==> config.mk <==
export PLATFORM = sky130hd
export DESIGN_NAME = tsc_ram
export DESIGN_NICKNAME = d
export VERILOG_FILES = /design/src/rtl/tsc_ram.sv
export SDC_FILE = /design/constraint.sdc
export NUM_CORES = 1
export LEC_CHECK = 0
export BUFFER_PORTS_ARGS = -buffer_cell sky130_fd_sc_hd__buf_2
export CAP_MARGIN = 10
export CORE_UTILIZATION = 55
export CTS_CLUSTER_DIAMETER = 40
export CTS_CLUSTER_SIZE = 30
export DETAILED_ROUTE_END_ITERATION = 6
export GPL_TIMING_DRIVEN = 0
export PLACE_DENSITY_LB_ADDON = 0.12
export SLEW_MARGIN = 10
export SYNTH_ARGS = -nofsm -noshare
export SYNTH_HDL_FRONTEND = slang
export SYNTH_SLANG_ARGS = --single-unit
==> constraint.sdc <==
create_clock -name clk -period 3.1 [get_ports clk]
set_input_delay 0.465 -clock clk [delete_from_list [all_inputs] [get_ports clk]]
set_output_delay 0.465 -clock clk [all_outputs]
set_load 0.03 [all_outputs]
==> src/rtl/tsc_ram.sv <==
// generic single write port ram with registered read
`timescale 1ns / 1ps
module tsc_ram #(
	parameter int WIDTH = 8,
	parameter int DEPTH = 16
) (
	input  logic                     clk,
	input  logic                     we,
	input  logic [$clog2(DEPTH)-1:0] waddr,
	input  logic [WIDTH-1:0]         wdata,
	input  logic [$clog2(DEPTH)-1:0] raddr,
	output logic [WIDTH-1:0]         rdata
);

	logic [WIDTH-1:0] mem [DEPTH];

	// write port
	always_ff @(posedge clk) begin
		if (we) begin
			mem[waddr] <= wdata;
		end
	end

	// registered read port
	always_ff @(posedge clk) begin
		rdata <= mem[raddr];
	end

endmodule

==> reports/metrics.csv, run 1 <==
metric,value,unit
synth-to-layout area growth,17.4,%
initial antenna violation count,0,
Pins Over Slew Limit,0,
Mapped Cells,229,
1st-pass router iterations,5,
Final WS setup,1.49,ns
post-DR wirelength/cell,25.0,um
Comb pwr share,0.050,
unrepaired setup endpoints after global routing,false,
"commonest non-fill, non-tap cells in the layout","edfxtp_1, buf_2, mux4_2",
Worst path top cell family by delay,simple AND/OR/NAND/NOR gates,
Resize count post-CTS,0,
crit-path max cell delay,0.63,ns
#FFs+latches synth,136,
first-pass GRT wire length,14600,um
CTS tree,done,
PwrDens,722,mW/mm^2
warnings from Yosys,0,
status,finished clean,
Setup crit end kind,flop,
"Cell Area, Synth",0.00515,sq mm
grt ovf,0,
Crit path depth,3,
vias per cell,6.20,
post-CTS setup buffer count,0,
Psw,894,uW
Max VDD drop,401,uV
Max Cap Viol,0,
total track usage,0.224,
CP startpoint kind,input pin,
post-synth net total,247,
Inserted Clock Buffers,17,
switch share,0.205,
Die ar.,0.00975,sq mm
clock skew,0.00529,ns
first-iteration detailed-routing DRC count,250,
I/O pins,26,
Fin Setup TNS,0,ns
hold buffers post-CTS,0,
H-tree depth,4,
Final period util,0.518,
gpl congestion,0.693,
FMAX,623,MHz
Hold Path Class,in2reg,
CP bufs+invs,1,
crit path cell chain,buf_2 > or3b_2 > nor2_1,
Core Box Area,0.00889,sq mm
Worst-Margin Slew,1.18,ns
Post-route DRC,0,
Pint,3.47,mW
largest net degree at the start of global routing,17,
"Data required, critical path",3.25,ns
sequential share of power,0.473,
Rel. slew slack,0.209,
final setup vio count,0,
final hold viol count,0,
Synth area leaders,"edfxtp_1, mux4_2, mux4_1",
root buffer cell,clkbuf_8,
sequential share of the synthesized area,0.778,
Util after Layout,0.680,
vias in the first global route,2443,
"Reg clk slew, reported paths",0.06,ns
DPL Wire Length,5900,um
WP data arrival,1.75,ns
Final min period,1.61,ns
CP max FO,8,
Static Leak,2.04,nW
clock power share,0.477,
CP Class,in2reg,
final net count,290,
syn avg cell area,22.5,sq um
Port Buf Inserts,24,
"slowest stage cell, crit path",nor2_1,
Tot Pwr,4.37,mW
"most common cell after layout, fill and taps aside",edfxtp_1,
top cell type's share of synthesized area,0.747,
die width,98.7,um
Fillers,571,
Netlist cell types,19,
share of cells above drive strength 1,0.309,
fin cells,393,
reg2reg path depth,3,
Initial Util,0.579,
placed cells,361,
"area leader, netlist",edfxtp_1,
Clock Sinks,136,
pre-CTS setup slack,0.760,ns
# rows,34,
Hold Crit Depth,1,
post-route ant nets,0,
ANT cells,0,
vias,2435,
Chip Height,98.7,um
CTS max path bufs,2,
drt total wl,9810,um
latest clock arrival within the worst-skew pair,0.52,ns
## metal layers
metal,share of wire,GRT usage
met5,0,0
met1,0.44,0.313
met3,0.049,0.0504
met4,0.018,0.101
met2,0.49,0.346
## path summary, 6_finish.rpt
check | start | end | slack [ns]
worst min register to register | mem[8][5] | rdata[5] | 0.68
worst max-delay path | waddr[2] | mem[3][2] | 1.49
worst min-delay path | wdata[4] | mem[7][4] | 0.35
worst max register to register | mem[9][4] | rdata[4] | 1.71
## power by group through the flow
stage / sequential (mW) / combinational [mW] / clock, mW
global route: 2.07 / 0.233 / 2.18
finish: 2.07 / 0.219 / 2.08
CTS: 2.07 / 0.220 / 2.09
global placement: 2.10 / 0.213 / 0
detailed placement: 2.10 / 0.218 / 0
floorplan: 2.13 / 0.104 / 0
## Yosys cell counts
cell type / number
buf_6: 3
nor3_1: 4
mux4_1: 14
edfxtp_1: 128
and2_1: 1
clkdlybuf4s25_2: 3
nand3_1: 1
buf_2: 3
nand2b_1: 2
a22oi_1: 16
or3b_2: 1
nor2_1: 13
and2b_1: 1
nor2b_1: 1
nand3b_1: 2
nand2_1: 9
dfxtp_1: 8
buf_4: 1
mux4_2: 18
## cell type report
cell class,count,area [sq um],area share
clock inverter,14,196,0.0325
multi-input combinational,83,1070,0.177
clock buffer,18,428,0.0708
timing repair buffer,24,120,0.0199
buffer,10,86.3,0.0143
sequential,136,4000,0.663
tap,108,135,0.0224
## metrics by stage
step | area (sq um) | hold slack (ns)
6_report | 6040 | 0.354
5_1_grt | 6040 | 0.358
4_1_cts | 6030 | 0.351
3_5_place_dp | 5410 | 0.667
3_3_place_gp | 5400 | 0.658
2_1_floorplan | 5150 | 0.564
## flip-flops by register name, summed over array words and instances, names as in the netlist
| name | count |
|---|---|
| mem | 128 |
| rdata | 8 |
## logic make-up after synthesis
kind of cell           share of synthesized area
muxes                                      0.150
DFF                                        0.778
AOI/OAI and AO/OA                         0.0233
buffers and inverters                     0.0168
and+or+nand+nor                           0.0318
(Power assumes the default switching activity.)
==> run 2: changes to the inputs <==
- CORE_UTILIZATION: 55 -> 54
- clock period: 3.1 -> 1.3 ns (I/O delays scaled with it)
==> reports/metrics.csv, run 2 (same netlist as run 1, synthesis figures left out) <==
metric,value,unit,change
# rows,35,,+2.9%
synth-to-layout area growth,18.1,%,
Worst-Margin Slew,0.786,ns,-0.391 ns
share of cells above drive strength 1,0.393,,+0.0842
vias per cell,5.70,,-8.0%
Final min period,1.27,ns,
die width,99.6,um,+0.91%
Inserted Clock Buffers,17,,unchanged
Fin Setup TNS,0,ns,unchanged
CTS tree,done,,
latest clock arrival within the worst-skew pair,0.53,ns,about the same
unrepaired setup endpoints after global routing,true,,
Chip Height,99.6,um,+0.91%
FMAX,789,MHz,
hold buffers post-CTS,0,,unchanged
"Data required, critical path",1.71,ns,-1.54 ns
status,finished clean,,
Hold Path End,mem[6][5],,
grt ovf,0,,unchanged
Hold Crit Depth,1,,unchanged
total track usage,0.214,,-0.0103
first-iteration detailed-routing DRC count,232,,-7.2%
Max VDD drop,1070,uV,+170%
Hold Path Class,in2reg,,
root buffer cell,clkbuf_8,,
vias,2359,,-3.1%
post-DR wirelength/cell,23.0,um,-7.7%
final net count,290,,unchanged
vias in the first global route,2322,,-5.0%
CP startpoint kind,flop,,
Static Leak,2.00,nW,-2.2%
"most common cell after layout, fill and taps aside",edfxtp_1,,
Util after Layout,0.658,,-0.0219
Initial Util,0.557,,-0.0219
ANT cells,0,,unchanged
drt total wl,9540,um,-2.8%
I/O pins,26,,unchanged
PwrDens,1660,mW/mm^2,+130%
clock skew,0.0165,ns,+0.0112 ns
post-route ant nets,0,,unchanged
CTS max path bufs,2,,unchanged
final hold viol count,0,,unchanged
Clock Sinks,136,,unchanged
"commonest non-fill, non-tap cells in the layout","edfxtp_1, mux4_2, buf_2",,
worst reg2reg endpoint,rdata[6],,
flop-to-flop setup slack,0.03,ns,-1.68 ns
WP data arrival,1.67,ns,-0.08 ns
final setup vio count,0,,unchanged
worst r2r src,mem[15][6],,
1st-pass router iterations,5,,unchanged
CP Class,reg2reg,,
CP max FO,1,,-7
Core Box Area,0.00924,sq mm,+3.9%
biggest registers after layout,"mem: 128 flops, rdata: 8 flops",,
Final period util,0.975,,
reg2reg path depth,3,,unchanged
H-tree depth,4,,unchanged
Setup crit end kind,flop,,
largest net degree at the start of global routing,17,,unchanged
DPL Wire Length,5870,um,-0.56%
Port Buf Inserts,24,,unchanged
max FFs per register,128,,unchanged
first-pass GRT wire length,14000,um,-4.0%
Post-route DRC,0,,unchanged
Max Cap Viol,0,,unchanged
worst hold start,wdata[5],,
"Reg clk slew, reported paths",0.06,ns,about the same
Pins Over Slew Limit,0,,unchanged
Largest Register,mem,,
Rel. slew slack,0.474,,+0.265
post-CTS setup buffer count,0,,unchanged
gpl congestion,0.692,,-0.20%
initial antenna violation count,0,,unchanged
Die ar.,0.00993,sq mm,+1.8%
==> run 2: cell count changes in the layout (fill, tap and decap cells not counted), moves of 2 or more <==
cell       before  now
nor2_2          0    3
buf_6           3    1
buf_8           0    2
clkbuf_16      16   19
a22oi_2         0   10
a22oi_1        16    6
inv_8           0    2
mux4_2         18   28
nor2_1         13   10
mux4_1         14    4
bufinv_16       4    0
==> run 2: metal layers <==
metal / vias up / track usage / share of wire
li1: 1055 / - / -
met1: 1221 / 0.301 / 0.46
met2: 77 / 0.324 / 0.49
met3: 6 / 0.0618 / 0.051
met4: 0 / 0.0781 / 0.0071
met5: - / 0 / 0
==> run 2: worst max path at each step <==
stage / startpoint / endpoint / cells after the start
after floorplan: raddr[0] / rdata[1] / 5
after global placement: raddr[0] / rdata[7] / 5
after detailed placement: raddr[0] / rdata[7] / 5
after CTS: mem[9][5] / rdata[5] / 3
after global routing: mem[10][2] / rdata[2] / 3
final: mem[15][6] / rdata[6] / 3
==> run 2: repair_timing <==
action                                  4_1_cts  5_1_grt
resized for setup                            11        9
endpoints found under the setup margin        8        8
pin swaps                                     3        7
==> run 2: report_power, final <==
group / switching, mW / internal, mW
clock network: 1.88 / 2.73
logic: 0.341 / 0.213
registers: 0.0228 / 4.90
total: 2.25 / 7.85
==> run 2: critical path, cell delays in order, from the launching register on <==
cell,delay (ns)
edfxtp_1,0.36
mux4_2,0.52
a22oi_2,0.18
nand2_1,0.10
==> run 2: final cells by class <==
type                            instances  area [sq um]
Timing Repair Buffer                   24           120
Clock buffer                           20           489
Clock inverter                         12           103
Sequential cell                       136          4000
Fill cell                             610          3160
Tap cell                              129           161
Buffer                                 10          93.8
Multi-Input combinational cell         83          1110
==> run 2: per-stage QoR <==
stage	hold slack (ns)	power, mW	std cells	setup slack, ns	area, sq um
after floorplan	0.294	5.33	229	-0.0315	5190
after global placement	0.596	5.53	382	-0.399	5470
after detailed placement	0.608	5.55	382	-0.416	5470
after CTS	0.0599	10.1	414	0.000865	6090
after global routing	0.0645	10.4	414	-0.0141	6080
final	0.0789	10.1	414	0.0331	6080
==> run 3: changes to the inputs <==
- RECOVER_POWER: not set -> 100
==> reports/metrics.csv, run 3 (same netlist as run 1, synthesis figures left out) <==
metric,value,unit,change
DPL Wire Length,5870,um,unchanged
reg2reg path depth,3,,unchanged
Sequential Area,0.00400,sq mm,unchanged
FMAX,792,MHz,+0.35%
max FFs per register,128,,unchanged
Inserted Clock Buffers,17,,unchanged
WP data arrival,1.66,ns,about the same
final net count,290,,unchanged
post-route ant nets,0,,unchanged
synth-to-layout area growth,17.8,%,
Max VDD drop,1070,uV,about the same
gpl congestion,0.692,,unchanged
hold buffers post-CTS,0,,unchanged
I/O pins,26,,unchanged
fin cells,414,,unchanged
Worst-Margin Slew,0.808,ns,+0.0221 ns
total track usage,0.214,,unchanged
Rel. slew slack,0.459,,-0.0148
vias per cell,5.72,,+0.42%
"slowest stage cell, crit path",mux4_2,,
status,finished clean,,
Clock Sinks,136,,unchanged
final hold viol count,0,,unchanged
"commonest non-fill, non-tap cells in the layout","edfxtp_1, mux4_2, clkbuf_16",,
Largest Register,mem,,
Max Cap Viol,0,,unchanged
Final period util,0.971,,-0.00344
Chip Height,99.6,um,unchanged
Util after Layout,0.656,,-0.00162
"Reg clk slew, reported paths",0.06,ns,about the same
CTS max path bufs,2,,unchanged
vias in the first global route,2322,,unchanged
biggest registers after layout,"mem: 128 flops, rdata: 8 flops",,
initial antenna violation count,0,,unchanged
Core Box Area,0.00924,sq mm,unchanged
unrepaired setup endpoints after global routing,true,,
drt total wl,9570,um,+0.38%
post-DR wirelength/cell,23.1,um,+0.38%
first-pass GRT wire length,14000,um,unchanged
Hold Crit Depth,4,,+3
Die ar.,0.00993,sq mm,unchanged
CP startpoint kind,flop,,
clock skew,0.0141,ns,-0.00241 ns
CP max FO,1,,unchanged
1st-pass router iterations,4,,-1
CP Class,reg2reg,,
Multi-input gate area,0.00110,sq mm,-0.23%
Post-route DRC,0,,unchanged
Pins Over Slew Limit,0,,unchanged
latest clock arrival within the worst-skew pair,0.52,ns,about the same
die width,99.6,um,unchanged
final instance area,0.00606,sq mm,-0.25%
# rows,35,,unchanged
Hold WS,0.150,ns,+0.0715 ns
placed cells,382,,unchanged
DP Area,0.00547,sq mm,unchanged
share of cells above drive strength 1,0.354,,-0.0386
grt ovf,0,,unchanged
vias,2369,,+0.42%
Final min period,1.26,ns,-0.00448 ns
PwrDens,1660,mW/mm^2,+0.16%
"most common cell after layout, fill and taps aside",edfxtp_1,,
Port Buf Inserts,24,,unchanged
crit path cell chain,mux4_2 > a22oi_2 > nand2_1,,
H-tree depth,4,,unchanged
Hold Path Class,in2reg,,
final setup vio count,0,,unchanged
Static Leak,1.97,nW,-1.4%
CTS tree,done,,
root buffer cell,clkbuf_8,,
Fillers,614,,+0.66%
ANT cells,0,,unchanged
"Data required, critical path",1.70,ns,about the same
crit-path max cell delay,0.52,ns,about the same
Setup crit end kind,flop,,
post-CTS setup buffer count,0,,unchanged
largest net degree at the start of global routing,17,,unchanged
first-iteration detailed-routing DRC count,232,,unchanged
Initial Util,0.557,,unchanged
run 3: cell count changes in the layout (fill, tap and decap cells not counted):
cell,delta
clkbuf_2,+10
clkbuf_1,+10
or3b_1,+1
or3b_4,-1
buf_2,-20
run 3: worst paths after layout:
kind	slack (ns)	startpoint	end
min	0.15	raddr[1]	rdata[0]
max reg2reg	0.04	mem[15][5]	rdata[5]
min reg2reg	0.69	mem[11][3]	rdata[3]
max	0.04	mem[15][5]	rdata[5]
run 3: where the power goes:
part	leakage, nW	switching (mW)	internal, mW
clock	0.284	1.88	2.73
sequential	1.22	0.0240	4.90
combinational	0.461	0.341	0.206
total	1.97	2.24	7.84
run 3: cell type report:
| class | instances | area share |
|---|---|---|
| clock inverters | 12 | 0.0169 |
| multi-input cells | 83 | 0.182 |
| repair buffers | 24 | 0.0178 |
| well taps | 129 | 0.0266 |
| plain buffers | 10 | 0.0155 |
| clock buffers | 20 | 0.0807 |
| flip-flops and latches | 136 | 0.660 |
run 3: through the flow:
| step | power, mW | TNS, ns | worst slack [ns] |
|---|---|---|---|
| 2_1_floorplan | 5.33 | -0.213 | -0.0315 |
| 3_3_place_gp | 5.53 | -36.64 | -0.399 |
| 3_5_place_dp | 5.55 | -39.23 | -0.416 |
| 4_1_cts | 10.1 | 0 | 0.000865 |
| 5_1_grt | 10.4 | -0.0267 | -0.0141 |
| 6_report | 10.1 | 0 | 0.0375 |
run 3: per-layer routing:
| layer | global-route usage | part of all wire |
|---|---|---|
| met1 | 0.301 | 0.45 |
| met2 | 0.324 | 0.49 |
| met3 | 0.0618 | 0.054 |
| met4 | 0.0781 | 0.0083 |
| met5 | 0 | 0 |
run 3: critical path: cells and delay by family (launching register included):
kind | cells | cell delay, ns
and+or+nand+nor | 1 | 0.09
muxes | 1 | 0.52
AOI/OAI and AO/OA | 1 | 0.17
DFF | 1 | 0.35
run 3: what timing repair did:
item	4_1_cts	5_1_grt
gates resized for setup	11	9
hold endpoints to repair	0	0
endpoints found under the setup margin	8	8
pin swaps	3	7
