$ cat src/rtl/tsc_pkg.sv
// shared constants and types of the trajectory smoothing block
`timescale 1ns / 1ps
package tsc_pkg;

	// field widths
	localparam int SHIFT_W    = 24;
	localparam int ROT_W      = 20;
	localparam int OUT_W      = 32;
	localparam int PATH_W     = 40;

	// motion channels
	localparam int NUM_CH     = 3;
	localparam logic [1:0] CH_X   = 2'd0;
	localparam logic [1:0] CH_Y   = 2'd1;
	localparam logic [1:0] CH_ANG = 2'd2;

	// default smoothing radius in frames
	localparam int RADIUS_DEF = 30;

	// divider status seen by the sequencer
	typedef struct packed {
		logic busy;
		logic done;
	} div_stat_t;

endpackage

$ cat src/rtl/tsc_div.sv
// serial restoring divider, signed dividend by unsigned divisor, truncating toward zero
`timescale 1ns / 1ps
module tsc_div #(
	parameter int DIVIDEND_W = 46,
	parameter int DIVISOR_W  = 6
) (
	input  logic                          clk,
	input  logic                          arst_n,
	input  logic                          start,
	input  logic signed [DIVIDEND_W-1:0]  dividend,
	input  logic [DIVISOR_W-1:0]          divisor,
	output tsc_pkg::div_stat_t            stat,
	output logic signed [DIVIDEND_W-1:0]  quotient
);
	import tsc_pkg::*;

	localparam int STEP_W = $clog2(DIVIDEND_W + 1);

	logic                  busy_q;
	logic [STEP_W-1:0]     step_q;
	logic                  neg_q;
	logic [DIVIDEND_W-1:0] quo_q;
	logic [DIVISOR_W-1:0]  rem_q;
	logic [DIVISOR_W-1:0]  den_q;

	logic [DIVISOR_W:0]    shifted;
	logic [DIVISOR_W:0]    trial;
	logic                  fits;

	// one quotient bit per cycle
	assign shifted = {rem_q, quo_q[DIVIDEND_W-1]};
	assign trial   = shifted - {1'b0, den_q};
	assign fits    = shifted >= {1'b0, den_q};

	// step counter
	always_ff @(posedge clk or negedge arst_n) begin
		if (!arst_n) begin
			busy_q <= 1'b0;
			step_q <= '0;
		end else if (start) begin
			busy_q <= 1'b1;
			step_q <= STEP_W'(DIVIDEND_W);
		end else if (busy_q) begin
			if (step_q == '0) begin
				busy_q <= 1'b0;
			end else begin
				step_q <= step_q - 1'b1;
			end
		end
	end

	// magnitude, partial remainder and quotient shift register
	always_ff @(posedge clk) begin
		if (start) begin
			neg_q <= dividend[DIVIDEND_W-1];
			quo_q <= dividend[DIVIDEND_W-1] ? DIVIDEND_W'(-dividend) : DIVIDEND_W'(dividend);
			rem_q <= '0;
			den_q <= divisor;
		end else if (busy_q && step_q != '0) begin
			rem_q <= fits ? trial[DIVISOR_W-1:0] : shifted[DIVISOR_W-1:0];
			quo_q <= {quo_q[DIVIDEND_W-2:0], fits};
		end
	end

	// sign restore on the way out
	assign quotient  = neg_q ? $signed(-quo_q) : $signed(quo_q);
	assign stat.busy = busy_q;
	assign stat.done = busy_q && step_q == '0;

endmodule

$ cat config.mk
export PLATFORM = sky130hd
export DESIGN_NAME = tsc_div
export DESIGN_NICKNAME = d
export VERILOG_FILES = /design/src/rtl/tsc_pkg.sv /design/src/rtl/tsc_div.sv
export SDC_FILE = /design/constraint.sdc
export NUM_CORES = 1
export LEC_CHECK = 0
export BUFFER_PORTS_ARGS = -buffer_cell sky130_fd_sc_hd__buf_2
export CORE_MARGIN = 2
export CORE_UTILIZATION = 54
export CTS_CLUSTER_DIAMETER = 100
export DETAILED_ROUTE_END_ITERATION = 16
export PLACE_DENSITY = 0.75
export SETUP_SLACK_MARGIN = 0.3
export SLEW_MARGIN = 10
export SYNTH_ARGS = -nofsm -noshare
export SYNTH_HDL_FRONTEND = slang
export SYNTH_SLANG_ARGS = --single-unit
$ cat constraint.sdc
create_clock -name clk -period 5.7 [get_ports clk]
set_input_delay 0 -clock clk [delete_from_list [all_inputs] [get_ports clk]]
set_output_delay 0 -clock clk [all_outputs]
set_load 0.02 [all_outputs]
==> impl_metrics.py, run 1 <==
metrics = {
    "place": {
        "io_buffers": 102,
        "postPlaceCellArea_um2": 5714,
        "gp_congestion": 0.8828,
        "hpwlAfterDp_mm": 9.769,
        "dp_slack_ps": 2670,
    },
    "die": {
        "dieArea_um2": 10370,
        "top_level_ports": 103,
        "design.core.area_um2": 9284,
        "fp.dieW_um": 101.8,
        "die_h_um": 101.8,
        "fp-row-count": 35,
        "start_util_pct": 55.66,
    },
    "final_layout": {
        "nets": 717,
        "area_growth_pct": 15.11,
        "fillCellCount": 803,
        "postLayoutCellArea_um2": 5948,
        "drive_above_1_share_pct": 22.26,
        "diodes": 0,
    },
    "synth": {
        "synth-async-reset-ratio_pct": 10.61,
        "syn_avg_cell_area_um2": 9.228,
        "synthFlopType": "edfxtp_1",
        "ys_warn_count": 0,
        "synth_cell_types": 56,
        "synth_fp_nets": 626,
        "synth_edf_count": 53,
        "ys_seq_area_share_pct": 36.51,
        "syn_inst": 560,
        "syn_area_um2": 5167,
        "synth-seq-cells": 66,
    },
    "drt": {
        "wl_per_cell_um": 17.26,
        "first_iter_violations": 256,
        "wl_mm": 13.55,
        "vias": 4714,
        "dr.pass1.iters": 5,
        "drc": 0,
        "antenna_left": 0,
        "vias_per_cell": 6.005,
    },
    "global_route": {
        "track_usage_pct": 26.80,
        "grt_pass1_vias": 4412,
        "grt_pass1_wl_mm": 21.89,
        "grt_max_degree": 96,
        "antenna_found_initial": 0,
        "overflow": 0,
    },
    "run": {
        "maxCapViolCount": 0,
    },
    "sta": {
        "tightest_slew_ps": 963.4,
        "period_minus_slack_ps": 3440,
        "setup_viol": 0,
        "relSlewSlack_pct": 35.77,
        "hold_violations": 0,
        "tns_ps": 0,
        "fin_skew_ps": 9.483,
        "fin_crit_sh_pct": 60.35,
        "layout_setup_ws_ps": 2260,
        "drv_slew": 0,
        "rsz0062_at_grt": "no",
        "max_freq_mhz": 290.7,
    },
    "power_and_ir_drop": {
        "powerDensity_nw_per_um2": 271.4,
        "vdd_drop_max_uv": 169.6,
        "fin_total_pwr_w": 0.001615,
        "p_switching_w": 0.0006076,
        "p_clk_share_pct": 21.5,
        "internal-power_w": 0.001007,
        "pwr-share-seq_pct": 42.5,
        "p_leak_nw": 2.216,
        "p_comb_share_pct": 36.0,
        "swShare_pct": 37.63,
    },
    "run_status": {
        "status": "finished clean",
    },
    "clock_tree": {
        "clk_latency_ps": 350,
        "htree_levels": 3,
        "cts_buffers": 9,
        "cts_root_buffer": "clkbuf_8",
        "cts_tree": "built",
        "clock-sinks": 66,
        "clock_path_buffers": 2,
        "postCtsSetupRepairBufs": 0,
        "path_clk_slew_ps": 70,
    },
    "setup_path": {
        "crit_path_max_fanout": 11,
        "crit_arrival_ps": 3440,
        "start_kind": "register",
        "crit_type": "register to output pin",
        "critPathRequiredTime_ps": 5700,
        "endpoint_kind": "output pin",
    },
    "hold_path": {
        "hold_path_class": "input pin to asynchronous set/reset pin",
    },
}
==> final timing paths <==
check / end / cells past startpoint / startpoint / slack, ps
setup / recovery: quotient[45] / 6 / quo_q[17] / 2260
max in group asynchronous: step_q[0] / 2 / arst_n / 5530
hold reg to reg: step_q[5] / 2 / step_q[5] / 510
hold / removal: step_q[5] / 2 / arst_n / 10
setup reg to reg: quo_q[0] / 4 / step_q[3] / 3400
min in group clk: quo_q[43] / 3 / dividend[43] / 20
==> cell type report <==
cell class	count	area [um^2]	share of cell area [%]
clock inverters	3	15.01	0.2524
well taps	129	161.4	2.714
repair buffers	112	603.1	10.14
inverters	19	71.32	1.199
clock buffers	13	148.9	2.503
multi-input cells	443	3062	51.47
flip-flops and latches	66	1887	31.72
==> flip-flops by register name (all words and copies together) (netlist names) <==
| register | count |
|---|---|
| busy_q | 1 |
| den_q | 6 |
| neg_q | 1 |
| quo_q | 46 |
| rem_q | 6 |
| step_q | 6 |
==> per-stage QoR <==
stage | std cells | hold WS, ps | utilization [%]
6_report | 785 | 9.563 | 64.07
5_1_grt | 785 | 18.53 | 64.07
4_1_cts | 785 | 10.59 | 64.07
3_5_place_dp | 762 | -155.4 | 61.55
3_3_place_gp | 762 | -159.5 | 61.55
2_1_floorplan | 560 | -295.6 | -
==> cell usage in the layout, fill, tap and decap left out, types with 11 or more instances in the layout <==
| cell type | Yosys | routed |
|---|---|---|
| xor2_1 | 28 | 28 |
| edfxtp_1 | 53 | 53 |
| nand2_1 | 28 | 27 |
| o31ai_1 | 29 | 29 |
| o41ai_1 | 15 | 15 |
| nor3_1 | 16 | 16 |
| nand3_1 | 20 | 20 |
| buf_2 | 3 | 102 |
| o21ai_0 | 28 | 28 |
| a21oi_1 | 39 | 39 |
| or4_1 | 11 | 11 |
| or3_1 | 17 | 17 |
| xnor2_1 | 56 | 56 |
| inv_1 | 18 | 18 |
| nor2_1 | 52 | 52 |
==> per-layer routing <==
metal / wire (um) / vias to the layer above / track usage [%] / part of all wire, %
met5: 0 / - / 0 / 0
met4: 191 / 0 / 7.282 / 1.4
met3: 819 / 19 / 3.830 / 6.0
met2: 6606 / 169 / 44.08 / 49
met1: 5931 / 2229 / 37.34 / 44
li1: - / 2297 / - / -
==> synthesized netlist by cell type (2+ instances only) <==
cell type   n  area [um^2]
nand2_1    28        105.1
dfxtp_1     6        120.1
mux2_2      4        45.04
o21ai_0    28        140.1
clkbuf_1   23        86.33
nand3_1    20        100.1
nor2_1     52        195.2
o21ai_1     2        10.01
inv_1      18        67.56
xor2_1     28        245.2
or3_1      17        106.4
nand4_1     7        43.79
nor2b_1     4        25.02
o41ai_1    15        131.4
buf_2       3        15.01
o41ai_2     9        146.4
nand2b_1    6        37.54
o31ai_1    29        217.7
nand4b_1    2        17.52
a211o_1     8        70.07
nor4_1      8        50.05
a21oi_1    39        195.2
nor3_1     16        80.08
o21a_1      3        22.52
xnor2_1    56        490.5
nand3b_1    2        15.01
dfrtp_1     7        175.2
buf_4       3        22.52
buf_6       2        22.52
or4_1      11        82.58
ha_1       10        125.1
or4_4       3        33.78
edfxtp_1   53         1592
a31oi_1     8        50.05
or2_2       6        37.54
a22oi_1     4        30.03
==> power by group through the flow <==
stage	Sequential [W]	Combinational, W	Clock [W]
3_3_place_gp	0.000689	0.000564	0
2_1_floorplan	0.000665	0.000415	0
6_report	0.000686	0.000582	0.000348
3_5_place_dp	0.000693	0.000574	0
5_1_grt	0.000697	0.000642	0.000370
4_1_cts	0.000683	0.000581	0.000352
==> kinds of logic (layout without fill, tap and decap cells) <==
logic type	count (synthesis)	in the layout	share of synthesized area (%)
and+or+nand+nor	189	189	19.49
AOI/OAI and AO/OA	153	153	21.31
xor gates and xnor gates	84	84	14.24
DFF	66	66	36.51
buffers and inverters	51	147	4.285
adders and majority gates	11	11	2.809
muxes	6	6	1.356
==> worst max-delay path, cell delays in order (launching register included) <==
cell and delay, ps:
edfxtp_1 460, or4_1 610, nor4b_1 480, nand3b_1 530, o41ai_1 590, xnor2_1 210, buf_2 210
==> what timing repair did <==
item                      CTS  global route
hold endpoints to repair   13             0
gates resized for setup     0             0
hold buffers                7             0
(Power assumes the default switching activity.)
==> run 2: changes to the inputs <==
ABC_AREA = 1   (was default)
CORE_UTILIZATION = 52   (was 54)
clock period = 3.15 ns   (was 5.7 ns; I/O delays follow)
==> impl_metrics.py, run 2 <==
metrics = {
    "run_status": {
        "status": "finished clean",
    },
    "clock_tree": {
        "postCtsSetupRepairBufs": 0,
        "cts_root_buffer": "clkbuf_16",
        "path_clk_slew_ps": 60,
        "htree_levels": 3,
        "clock_path_buffers": 2,
        "cts_buffers": 9,
        "cts_tree": "built",
        "clk_latency_ps": 340,
        "clock-sinks": 66,
    },
    "sta": {
        "rsz0062_at_grt": "no",
        "drv_slew": 0,
        "max_freq_mhz": 423.5,
        "period_minus_slack_ps": 2361,
        "hold_violations": 0,
        "setup_viol": 0,
        "tns_ps": 0,
        "fin_crit_sh_pct": 74.97,
        "hold_slack_ps": 23.08,
        "fin_skew_ps": 7.695,
        "relSlewSlack_pct": 46.97,
        "tightest_slew_ps": 795.4,
    },
    "global_route": {
        "grt_max_degree": 57,
        "grt_pass1_vias": 5950,
        "grt_pass1_wl_mm": 28.81,
        "overflow": 0,
        "antenna_found_initial": 0,
        "track_usage_pct": 28.82,
    },
    "final_layout": {
        "fin_util_pct": 61.32,
        "largest_reg_flops": 46,
        "diodes": 0,
        "largest_register": "quo_q",
        "nets": 1080,
        "fin_cells": 1162,
        "fillCellCount": 1113,
        "area_growth_pct": 16.16,
        "drive_above_1_share_pct": 15.90,
        "postLayoutCellArea_um2": 6942,
        "final_common_cell": "nand2_1",
        "mostFrequentLayoutCells": "271 x nand2_1, 123 x nand3_1, 105 x nor2_1, 102 x buf_2, 99 x inv_1",
    },
    "drt": {
        "drt-met1-wl_mm": 7.735,
        "vias_per_cell": 5.466,
        "wl_met2_mm": 7.801,
        "antenna_left": 0,
        "wl_mm": 17.47,
        "dr.pass1.iters": 6,
        "first_iter_violations": 602,
        "maxUsedRoutingLayer": "met4",
        "dr_wl_met3_mm": 1.349,
        "wl_per_cell_um": 15.03,
        "vias": 6352,
        "drc": 0,
    },
    "synth": {
        "synth-seq-cells": 66,
        "yosys.area_share.simple_pct": 42.67,
        "syn_avg_cell_area_um2": 6.531,
        "synth_mux_area_share_pct": 0,
        "synth-async-reset-ratio_pct": 10.61,
        "yosysTopAreaCellShare_pct": 26.63,
        "ys_warn_count": 0,
        "synth_compound_area_share_pct": 7.705,
        "ys_top_cells_by_area": "edfxtp_1 27%, nand2_1 17%, nand3_1 10%",
        "synth_fp_nets": 981,
        "syn_inst": 915,
        "synth_area_leader_cell": "edfxtp_1",
        "synth-adder-area-share_pct": 2.429,
        "yosys.area_share.xor_xnor_pct": 6.889,
        "synth.most_common_cell": "nand2_1",
        "synth_edf_count": 53,
        "ys_seq_area_share_pct": 31.57,
        "synthFlopType": "edfxtp_1",
        "synth_cell_types": 37,
        "syn_area_um2": 5976,
        "synth_top_family_by_area": "simple AND/OR/NAND/NOR gates",
        "synthTopCellsByCount": "272 x nand2_1, 123 x nand3_1, 105 x nor2_1",
    },
    "setup_path": {
        "crit_path_max_fanout": 6,
        "rr_endpoint": "step_q[1]",
        "crit_type": "register to output pin",
        "worst-r2r-setup-slack_ps": 1100,
        "crit_arrival_ps": 2360,
        "critPathRequiredTime_ps": 3150,
        "r2r_cells": 8,
        "r2r_start": "step_q[1]",
        "start_kind": "register",
        "endpoint_kind": "output pin",
    },
    "place": {
        "hpwlAfterDp_mm": 13.67,
        "dp_cells": 1139,
        "gp_congestion": 0.9390,
        "postPlaceCellArea_um2": 6586,
        "io_buffers": 102,
    },
    "die": {
        "die_h_um": 111.2,
        "design.core.area_um2": 11320,
        "top_level_ports": 103,
        "fp-row-count": 39,
        "fp.dieW_um": 111.2,
        "dieArea_um2": 12370,
        "start_util_pct": 52.79,
    },
    "power_and_ir_drop": {
        "p_leak_nw": 3.263,
        "vdd_drop_max_uv": 370.3,
        "powerDensity_nw_per_um2": 480.7,
    },
    "run": {
        "maxCapViolCount": 0,
    },
    "hold_path": {
        "hold_path_class": "input pin to asynchronous set/reset pin",
    },
}
-- run 2: cell count changes after synthesis, moves of 33 or more --
cell,before,now
a21oi_1,39,6
nand2_1,28,272
xnor2_1,56,10
nor2_1,52,105
nand3_1,20,123
inv_1,18,99
-- run 2: logic make-up (layout without fill, tap and decap cells) --
kind of cell | after synthesis | after routing
simple gates | 576 | 576
buf+inv | 131 | 235
compound gates | 84 | 84
flops | 66 | 66
xor+xnor | 47 | 47
fa+ha+maj | 11 | 11
-- run 2: critical path, stage by stage (launching register included) --
cell and delay, ps:
edfxtp_1 410, inv_2 90, ha_1 260, nand3_1 180
nor2_1 370, nand2_1 90, nor2_1 140, xor2_1 160
nand2_1 60, nand2_1 90, buf_2 170
-- run 2: worst max-delay path by stage --
stage               from      endpoint  slack, ps  cells past startpoint
2_1_floorplan  step_q[0]     step_q[1]        710                      7
3_3_place_gp   step_q[0]     step_q[1]       1170                      8
3_5_place_dp   step_q[0]     step_q[1]       1110                      8
4_1_cts         quo_q[1]  quotient[32]        810                     10
5_1_grt         quo_q[1]  quotient[24]        660                      9
6_report        quo_q[1]  quotient[32]        790                     10
-- run 2: routing by layer --
metal | GRT usage (%) | up-vias
met1 | 40.09 | 2826
li1 | - | 3213
met2 | 44.51 | 270
met3 | 4.593 | 43
met4 | 12.59 | 0
met5 | 0 | -
-- run 2: cell type report --
cell class              count  area [um^2]  share of cell area, %
well taps                 143        178.9                  2.578
clock inverters             2        11.26                 0.1622
flip-flops and latches     66         1887                  27.18
clock buffers              14        274.0                  3.947
inverters                 106        397.9                  5.732
repair buffers            113        623.1                  8.976
multi-input cells         718         3570                  51.42
-- run 2: power breakdown --
group / total [W] / switching (W) / internal, W
Sequential: 0.00119 / 0.000114 / 0.00108
Combinational: 0.00119 / 0.000791 / 0.000395
Clock: 0.000961 / 0.000364 / 0.000597
-- run 2: timing repair --
item	in CTS	in global routing
resized for setup	0	0
hold buffers	7	0
hold endpoints to repair	13	0
-- run 2: per-stage QoR --
stage	power, W	setup slack, ps
2_1_floorplan	0.002014	713.5
3_3_place_gp	0.002348	1174
3_5_place_dp	0.002363	1109
4_1_cts	0.003326	809.2
5_1_grt	0.003528	656.6
6_report	0.003337	788.6
==> run 3: changes to the inputs <==
CORE_UTILIZATION = 54   (was 52)
PLACE_DENSITY = 0.74   (was 0.75)
clock period = 2.25 ns   (was 3.15 ns; I/O delays follow)
==> impl_metrics.py, run 3 (same netlist as run 2, synthesis figures left out) <==
metrics = {
    "die": {
        "dieArea_um2": 11920,
        "die_h_um": 109.2,
        "fp.dieW_um": 109.2,
        "top_level_ports": 103,
        "start_util_pct": 55.12,
        "fp-row-count": 38,
        "design.core.area_um2": 10840,
    },
    "power_and_ir_drop": {
        "powerDensity_nw_per_um2": 619.6,
        "internal-power_w": 0.002787,
        "p_switching_w": 0.001969,
        "pwr-share-seq_pct": 35.0,
        "p_comb_share_pct": 43.8,
        "vdd_drop_max_uv": 534.8,
        "swShare_pct": 41.41,
        "p_clk_share_pct": 21.2,
        "p_leak_nw": 3.562,
    },
    "final_layout": {
        "largest_register": "quo_q",
        "fin_util_pct": 70.80,
        "nets": 1138,
        "postLayoutCellArea_um2": 7675,
        "mostFrequentLayoutCells": "268 x nand2_1, 109 x nand3_1, 88 x nor2_1, 86 x inv_1, 82 x buf_2",
        "largest_reg_flops": 46,
        "diodes": 0,
        "area_growth_pct": 28.43,
        "final_common_cell": "nand2_1",
        "fin_cells": 1217,
        "drive_above_1_share_pct": 25.81,
    },
    "sta": {
        "max_freq_mhz": 449.6,
        "tns_ps": 0,
        "tightest_slew_ps": 676.5,
        "fin_skew_ps": 15.63,
        "layout_setup_ws_ps": 25.79,
        "setup_viol": 0,
        "period_minus_slack_ps": 2224,
        "relSlewSlack_pct": 54.42,
        "drv_slew": 0,
        "fin_crit_sh_pct": 98.85,
        "rsz0062_at_grt": "yes",
        "hold_violations": 0,
    },
    "setup_path": {
        "slowest_delay_ps": 430,
        "start_kind": "register",
        "crit_type": "register to output pin",
        "path_cells": "inv_2 > ha_4 > nand4_1 > buf_4 > nor3_2 > nand3_1 > nand2_1 > nand2_1 > nand2_1 > o21ai_2 > buf_6",
        "critPathRequiredTime_ps": 2250,
        "crit_path_max_fanout": 3,
        "crit_family": "simple AND/OR/NAND/NOR gates",
        "crit_arrival_ps": 2220,
        "critPathMostFrequentCell": "nand2_1",
        "critPathSlowestCell": "edfxtp_1",
        "endpoint_kind": "output pin",
        "path_buf_inv": 3,
    },
    "drt": {
        "drc": 0,
        "first_iter_violations": 602,
        "vias_per_cell": 5.728,
        "vias": 6971,
        "dr.pass1.iters": 7,
        "antenna_left": 0,
        "wl_mm": 20.53,
        "wl_per_cell_um": 16.87,
    },
    "clock_tree": {
        "cts_root_buffer": "clkbuf_8",
        "clock_path_buffers": 2,
        "clock-sinks": 66,
        "cts_tree": "built",
        "htree_levels": 3,
        "cts_buffers": 9,
        "path_clk_slew_ps": 80,
        "clk_latency_ps": 380,
    },
    "global_route": {
        "overflow": 0,
        "track_usage_pct": 31.91,
        "grt_max_degree": 57,
        "grt_pass1_vias": 5831,
        "antenna_found_initial": 0,
        "grt_pass1_wl_mm": 29.18,
    },
    "place": {
        "gp_congestion": 0.9664,
        "io_buffers": 102,
        "hpwlAfterDp_mm": 14.01,
        "dp_cells": 1142,
        "dp_slack_ps": 360.6,
        "postPlaceCellArea_um2": 6628,
    },
    "run": {
        "maxCapViolCount": 0,
    },
    "hold_path": {
        "hold_path_class": "input pin to register",
    },
    "run_status": {
        "status": "finished clean",
    },
}
==> run 3: cell count changes in the layout (fill, tap and decap cells not counted), sizes merged, moves of 2 or more <==
cell         previous run  this run
buf                   106       161
dlygate4sd3             7         9
clkbuf                 14        11
clkinv                  1         3
inv                   107       105
clkinvlp                0         2
==> run 3: stage by stage <==
| step | hold slack [ps] | power, W |
|---|---|---|
| after floorplan | -295.6 | 0.002820 |
| after global placement | -156.3 | 0.003317 |
| after detailed placement | -157.4 | 0.003331 |
| after CTS | 37.87 | 0.004478 |
| after global routing | 47.38 | 0.004967 |
| final | 21.29 | 0.004756 |
==> run 3: worst min-delay path, delay by kind of cell <==
| family | cells | cell delay [ps] |
|---|---|---|
| buf+inv | 1 | 100 |
| xor+xnor | 1 | 70 |
| compound gates | 1 | 130 |
==> run 3: power by group through the flow <==
stage	Sequential (W)	Clock [W]	Combinational, W
after global placement	0.00167	0	0.00165
after detailed placement	0.00167	0	0.00166
final	0.00166	0.00101	0.00208
after floorplan	0.00163	0	0.00119
after CTS	0.00165	0.000974	0.00186
after global routing	0.00168	0.00104	0.00225
==> run 3: area by class of cell <==
cell class	count	area [um^2]
clock inverters	5	55.05
flip-flops and latches	66	1887
repair buffers	170	1147
well taps	140	175.2
multi-input cells	719	3877
clock buffers	11	131.4
inverters	106	401.6
fillers	923	3166
==> run 3: final timing paths <==
check / from / endpoint / slack [ps] / depth (start not counted)
setup / recovery: quo_q[0] / quotient[30] / 30 / 11
hold / removal: dividend[6] / quo_q[6] / 20 / 3
setup reg to reg: quo_q[45] / rem_q[4] / 400 / 8
hold reg to reg: rem_q[5] / rem_q[5] / 490 / 2
max in group asynchronous: arst_n / busy_q / 940 / 4
min in group asynchronous: arst_n / step_q[2] / 520 / 3
==> run 3: metal layers <==
metal | wire length (um) | track usage [%] | up-vias
met1 | 8566 | 44.67 | 3171
met5 | 0 | 0 | -
met2 | 9339 | 50.71 | 385
met3 | 1702 | 4.901 | 88
li1 | - | - | 3327
met4 | 920 | 10.13 | 0
==> run 3: timing repair <==
item                       4_1_cts  5_1_grt
gates resized for setup         76       37
hold buffers                     9        0
pin swaps                       16       17
hold endpoints to repair        13        0
cloned                           1        0
setup endpoints to repair       34       44
buffers inserted                21       28
